## src/rtl/ednm_pkg.sv

```systemverilog
package ednm_pkg;

   // table and descriptor geometry
   localparam int CAPACITY   = 256;
   localparam int DESCR_LEN  = 128;
   localparam int IDX_W      = $clog2(CAPACITY);
   localparam int CNT_W      = $clog2(CAPACITY + 1);
   localparam int POS_W      = $clog2(DESCR_LEN);
   localparam int POSC_W     = $clog2(DESCR_LEN + 1);
   localparam int CAND_DEPTH = CAPACITY * DESCR_LEN;
   localparam int ADDR_W     = $clog2(CAND_DEPTH);

   // field widths
   localparam int ACT_W  = 2;
   localparam int ROW_W  = 14;
   localparam int ELEM_W = 8;
   localparam int LIM_W  = 8;
   localparam int DIST_W = 23;
   localparam int SQ_W   = 2 * ELEM_W;

   // packed channel widths
   localparam int REQ_DATA_W = 24;
   localparam int RSP_DATA_W = 32;
   localparam int CSR_IDX_W  = 1;
   localparam int CSR_DATA_W = DIST_W;

   // distance bounds
   localparam longint FULL_SUM = longint'(DESCR_LEN) * 64'd65025;
   localparam longint DIST_CAP = (64'd1 << DIST_W) - 64'd1;
   localparam int ACC_W = $clog2(FULL_SUM + 1);
   localparam logic [DIST_W-1:0] DIST_MAX =
      DIST_W'((FULL_SUM > DIST_CAP) ? DIST_CAP : FULL_SUM);

   // register reset values
   localparam logic [LIM_W-1:0]  EPI_LIMIT_RST = LIM_W'(6);
   localparam logic [DIST_W-1:0] MAX_DIST_RST  = DIST_W'(90000);

   // register indexes
   localparam logic [CSR_IDX_W-1:0] CSR_EPI_LIMIT = 1'b0;
   localparam logic [CSR_IDX_W-1:0] CSR_MAX_DIST  = 1'b1;

   // item kinds
   localparam logic [ACT_W-1:0] ACT_CLEAR = 2'd0;
   localparam logic [ACT_W-1:0] ACT_CAND  = 2'd1;
   localparam logic [ACT_W-1:0] ACT_QUERY = 2'd2;

   typedef enum logic [3:0] {
      ST_IDLE,
      ST_FILL_C,
      ST_FILL_Q,
      ST_SINIT,
      ST_ROW,
      ST_CHK,
      ST_DIST,
      ST_DRAIN,
      ST_CMP,
      ST_OUT
   } state_type;

   typedef struct packed {
      logic clear_tbl;
      logic take_cand;
      logic take_query;
      logic fill_cand;
      logic fill_query;
      logic search_init;
      logic acc_clr;
      logic issue;
      logic cmp;
      logic next_cand;
      logic load_rsp;
   } dp_cmd_type;

   typedef struct packed {
      logic [ACT_W-1:0] action;
      logic             last;
      logic             fill_need;
      logic             pos_last;
      logic             cand_full;
      logic             count_zero;
      logic             row_ok;
      logic             issue_last;
      logic             pipe_busy;
      logic             last_cand;
      logic             rsp_full;
   } dp_sts_type;

endpackage

```

## src/rtl/ednm_ctrl.sv

```systemverilog
module ednm_ctrl
   import ednm_pkg::*;
(
   input  logic       clock,
   input  logic       reset,
   input  logic       req_tvalid,
   output logic       req_tready,
   input  logic       rsp_tready,
   input  dp_sts_type sts,
   output dp_cmd_type cmd
);

   state_type state_ff;
   state_type state_in;
   logic      accept;

   assign req_tready = (state_ff == ST_IDLE);
   assign accept     = req_tvalid && req_tready;

   // state register
   always_ff @(posedge clock) begin
      if (reset) begin
         state_ff <= ST_IDLE;
      end else begin
         state_ff <= state_in;
      end
   end

   // next state
   always_comb begin
      state_in = state_ff;
      unique case (state_ff)
         ST_IDLE: begin
            if (accept && sts.last) begin
               if (sts.action == ACT_CAND && !sts.cand_full && sts.fill_need) begin
                  state_in = ST_FILL_C;
               end else if (sts.action == ACT_QUERY) begin
                  state_in = sts.fill_need ? ST_FILL_Q : ST_SINIT;
               end
            end
         end
         ST_FILL_C: begin
            if (sts.pos_last) begin
               state_in = ST_IDLE;
            end
         end
         ST_FILL_Q: begin
            if (sts.pos_last) begin
               state_in = ST_SINIT;
            end
         end
         ST_SINIT: begin
            state_in = sts.count_zero ? ST_OUT : ST_ROW;
         end
         ST_ROW: begin
            state_in = ST_CHK;
         end
         ST_CHK: begin
            if (sts.row_ok) begin
               state_in = ST_DIST;
            end else begin
               state_in = sts.last_cand ? ST_OUT : ST_ROW;
            end
         end
         ST_DIST: begin
            if (sts.issue_last) begin
               state_in = ST_DRAIN;
            end
         end
         ST_DRAIN: begin
            if (!sts.pipe_busy) begin
               state_in = ST_CMP;
            end
         end
         ST_CMP: begin
            state_in = sts.last_cand ? ST_OUT : ST_ROW;
         end
         ST_OUT: begin
            if (!sts.rsp_full || rsp_tready) begin
               state_in = ST_IDLE;
            end
         end
         default: begin
            state_in = ST_IDLE;
         end
      endcase
   end

   // datapath commands
   always_comb begin
      cmd = '0;
      unique case (state_ff)
         ST_IDLE: begin
            if (accept) begin
               priority if (sts.action == ACT_CLEAR) begin
                  cmd.clear_tbl = 1'b1;
               end else if (sts.action == ACT_CAND) begin
                  cmd.take_cand = !sts.cand_full;
               end else if (sts.action == ACT_QUERY) begin
                  cmd.take_query = 1'b1;
               end else begin
               end
            end
         end
         ST_FILL_C: begin
            cmd.fill_cand = 1'b1;
         end
         ST_FILL_Q: begin
            cmd.fill_query = 1'b1;
         end
         ST_SINIT: begin
            cmd.search_init = 1'b1;
         end
         ST_ROW: begin
         end
         ST_CHK: begin
            cmd.acc_clr   = sts.row_ok;
            cmd.next_cand = !sts.row_ok;
         end
         ST_DIST: begin
            cmd.issue = 1'b1;
         end
         ST_DRAIN: begin
         end
         ST_CMP: begin
            cmd.cmp       = 1'b1;
            cmd.next_cand = 1'b1;
         end
         ST_OUT: begin
            cmd.load_rsp = !sts.rsp_full || rsp_tready;
         end
         default: begin
         end
      endcase
   end

endmodule

```

## config.mk

```make
export PLATFORM = sky130hd
export DESIGN_NAME = ednm_ctrl
export DESIGN_NICKNAME = d
export VERILOG_FILES = /design/src/rtl/ednm_pkg.sv /design/src/rtl/ednm_ctrl.sv
export SDC_FILE = /design/constraint.sdc
export NUM_CORES = 1
export LEC_CHECK = 0
export BUFFER_PORTS_ARGS = -buffer_cell sky130_fd_sc_hd__buf_2
export CORE_MARGIN = 10
export CORE_UTILIZATION = 35
export CTS_CLUSTER_SIZE = 30
export DETAILED_ROUTE_END_ITERATION = 8
export GPL_TIMING_DRIVEN = 0
export PLACE_DENSITY = 0.76
export SYNTH_ARGS = -nofsm -noshare
export SYNTH_HDL_FRONTEND = slang
export SYNTH_SLANG_ARGS = --single-unit
```

## constraint.sdc

```tcl
create_clock -name clock -period 3.2 [get_ports clock]
set_clock_uncertainty 0.2 [all_clocks]
set_input_delay 0.32 -clock clock [delete_from_list [all_inputs] [get_ports clock]]
set_output_delay 0.32 -clock clock [all_outputs]
set_load 0.1 [all_outputs]
```

==> After elaboration in Yosys (flattened, before gate mapping) <==
Index checks and enable logic that the tools add are counted.
{ "op_classes": {"eq_ne": 18, "muxes": 28, "n_reduce_logical": 11} }
{ "ops": {"columns": ["operator", "count"], "rows": [
  ["$mux W4", 11],
  ["$pmux W4 S10", 1],
  ["$eq A4 B3 Y1 const B", 4],
  ["$mux W1", 12],
  ["$ne A2 B2 Y1 const B", 5],
  ["$eq A4 B2 Y1 const B", 2],
  ["$eq A4 B4 Y1 const B", 2],
  ["$reduce_and A7 Y1", 1],
  ["$mux W3", 2],
  ["$eq A4 B1 Y1 const B", 1],
  ["$logic_and A1 B1 Y1", 4],
  ["$logic_not A4 Y1", 1],
  ["$logic_not A1 Y1", 3],
  ["$ne A3 B1 Y1 const B", 1],
  ["$eq A2 B1 Y1 const B", 1],
  ["$eq A2 B2 Y1 const B", 1],
  ["$logic_not A2 Y1", 1],
  ["$mux W2", 1],
  ["$ne A2 B1 Y1 const B", 1],
  ["$pmux W1 S2", 1],
  ["$logic_or A1 B1 Y1", 1]
]} }
{ "totals": {"reg_bits": 4, "in_bits": 16, "out_inout_bits": 12, "word_cells": 58} }

==> Logic depth before layout (Yosys ltp) <==
{ "depth": {"word_depth": 6, "depth_mapped": 6, "ltp_nobuf": 5} }

==> Worst setup path after synthesis <==
No wires, ideal clock.
{ "synth_timing": {"kind": "reg-to-output", "from": "reg state_ff[0]", "to": "out cmd[10] (netlist name)", "t_arrival_ns": 3.837, "required_time_ns": 2.680, "setup_slack_ns": -1.157, "path_stages_with_launch": 4, "n_path_buf": 0, "cell_sequence": "dfxtp_1 > nor4_4 > nand2_1 > nor3_1"} }
{ "synth_lines": {"columns": ["element", "line", "source"], "rows": [
  ["from (decl)", "ednm_ctrl.sv:13", "state_type state_ff;"],
  ["from (signal assigned)", "ednm_ctrl.sv:25", "state_ff <= state_in;"],
  ["to (decl)", "ednm_ctrl.sv:10", "output dp_cmd_type cmd"]
]} }

==> flow_summary.ini <==
[status]
status = completed

[place]
portBuffers = 27
gp_congestion = 0.8024
hpwlAfterDp_um = 1383
place_inst = 109

[worst_setup_path]
arrival_ns = 1.81
rrSetupSlack_ns = 1.45
start_kind = flop
path_class = flop to primary output
crit_path_end_kind = primary output
cp.required_ns = 2.68
crit_fanout = 6

[route]
via_per_inst = 5.625
drc = 0
first_pass_iters = 4
num_vias = 630
drt_iter0_markers = 12
finalWirelength_um = 1673
routedWlPerCell_um = 14.94
postRouteAntennaNets = 0

[cells_and_area]
antennaDiodeCount = 0
top_register = state_ff
top_regs = state_ff: 4 flops
drive_above_1_share_pct = 46.39
area_delta_synth_final_pct = 40.34
stdcell_count = 112
largest_register_ffs = 4
nNetsFinal = 115

[pwr]
leakagePower_nw = 0.3369
irDropWorstVdd_uv = 278.8
power_per_cell_area_nw_per_um2 = 781.3

[timing]
slew_violations = 0
maxSlewHeadroom_pct = 67.23
finalCriticalPeriod_ns = 2.332
fmax_ghz = 0.4288
timing.setup.tns_ns = 0
rsz0062_at_grt = no
setup_viol = 0
hold_viol = 0
fin_crit_sh_pct = 72.87
worst_pin_slew_ns = 0.4950

[logic_synthesis]
yosysTopAreaCellShare_pct = 15.65
ys_top_cells_by_area = dfxtp_1 (16%), nor2_1 (6.6%), nor3_1 (5.9%)
async_flop_share_pct = 0
yosysWarnings = 0
synth_edf_count = 0
ys_ff_latch = 4
ys_seq_area_share_pct = 15.65
synthTopCellsByCount = nor2_1 (9), nor3_1 (6), dfxtp_1 (4), nand2_1 (4)
yosys.area.top_type = dfxtp_1
syn-num-nets = 83
synthCells = 67
ys_types = 32
syn_area_per_cell_um2 = 7.638
synth_area_um2 = 511.7
yosysMostFrequentCell = nor2_1
synth_flop_cell = dfxtp_1

[die]
start_util_pct = 38.37
ios = 28
std_cell_rows = 13
die_h_um = 58.24
dieArea_um2 = 3391
fp.dieW_um = 58.24
core_area_um2 = 1334

[flow_run]
maxCapViolCount = 0

[global_routing]
antenna_found_initial = 0
grt_overflow = 0
globalRouteTotalUtil_pct = 9.414
grt_max_degree = 11
grt_pass1_vias = 558
grt_pass1_wl_um = 2642

[clocking]
cts_buffers = 3
path_clk_slew_ns = 0.04
h-tree-depth = 1
root_buffer = clkbuf_4
ctsResizeCount = 0
clk_latency_ns = 0.23
postCtsHoldBufs = 0
cts.sinks = 4
post_cts_buffers = 0
cts_tree = built
clockBufferDepth = 2

[worst_hold_path]
holdCritPathClass = input port to flop
[metal layers]
metal	vias up	global-route usage (%)	share of wire, %
met4	0	2.349	1.6
met5	-	0	0
met1	294	9.844	41
met3	2	4.793	7.9
li1	310	-	-
met2	24	16.26	49
[layout by cell type, fill, tap and decap left out, types with 2 or more instances in the layout]
cell       instances
buf_2             29
nor2_4             2
a211oi_1           2
clkbuf_4           3
nand4bb_1          2
nand3_1            2
nor4_1             2
or3b_1             2
nor3_1             4
nand2_1            4
nor3b_1            2
nor2b_1            2
nor3_2             2
dfxtp_1            4
nor2_1             7
mux2i_1            2
and2b_1            3
a21oi_1            3
nand2b_1           2
inv_1              2
[layout make-up]
type                    count  area (um2)
multi-input cells          57       425.4
fillers                   143       615.6
well taps                  15       18.77
clock buffers               3       22.52
plain buffers               4       28.78
inverters                   2       7.507
flip-flops and latches      4       80.08
repair buffers             27       135.1
[worst max-delay path, stage by stage (launching register included)]
cell and delay, ns:
dfxtp_1 0.36, nor4_4 0.39, nand2_1 0.24, nor3_2 0.14, buf_2 0.45
[cell families (layout without fill, tap and decap cells)]
logic type | after synthesis | after routing | share of synthesized area (%)
mux | 2 | 2 | 3.912
flops | 4 | 4 | 15.65
buf+inv | 6 | 36 | 7.091
simple gates | 42 | 42 | 53.54
compound gates | 13 | 13 | 19.80
[stage by stage]
step | worst slack, ns | power (mW) | utilization [%] | hold slack [ns] | cell area, um2
finish | 0.8680 | 0.5611 | 53.85 | 0.09698 | 718.2
global route | 0.7577 | 0.5982 | 53.85 | 0.1051 | 718.2
CTS | 0.8438 | 0.5675 | 53.85 | 0.08836 | 718.2
detailed placement | 1.103 | 0.5022 | 52.16 | 0.3361 | 695.7
global placement | 1.124 | 0.4991 | 52.16 | 0.3310 | 695.7
floorplan | -0.8436 | 0.4354 | - | 0.1917 | 541.8
[final timing paths]
| kind | startpoint | to | cells after the start |
|---|---|---|---|
| max | state_ff[3] | cmd[10] | 4 |
| min | reset | state_ff[3] | 2 |
| max reg2reg | state_ff[3] | state_ff[1] | 6 |
| min reg2reg | state_ff[2] | state_ff[2] | 3 |
[where the power goes]
group / leakage (nW) / switching, mW / internal (mW)
Combinational: 0.290 / 0.297 / 0.121
Sequential: 0.0328 / 0.0198 / 0.0622
Clock: 0.0138 / 0.0194 / 0.0419
Total: 0.337 / 0.336 / 0.225
No activity file was read; power rests on OpenSTA's default activity.
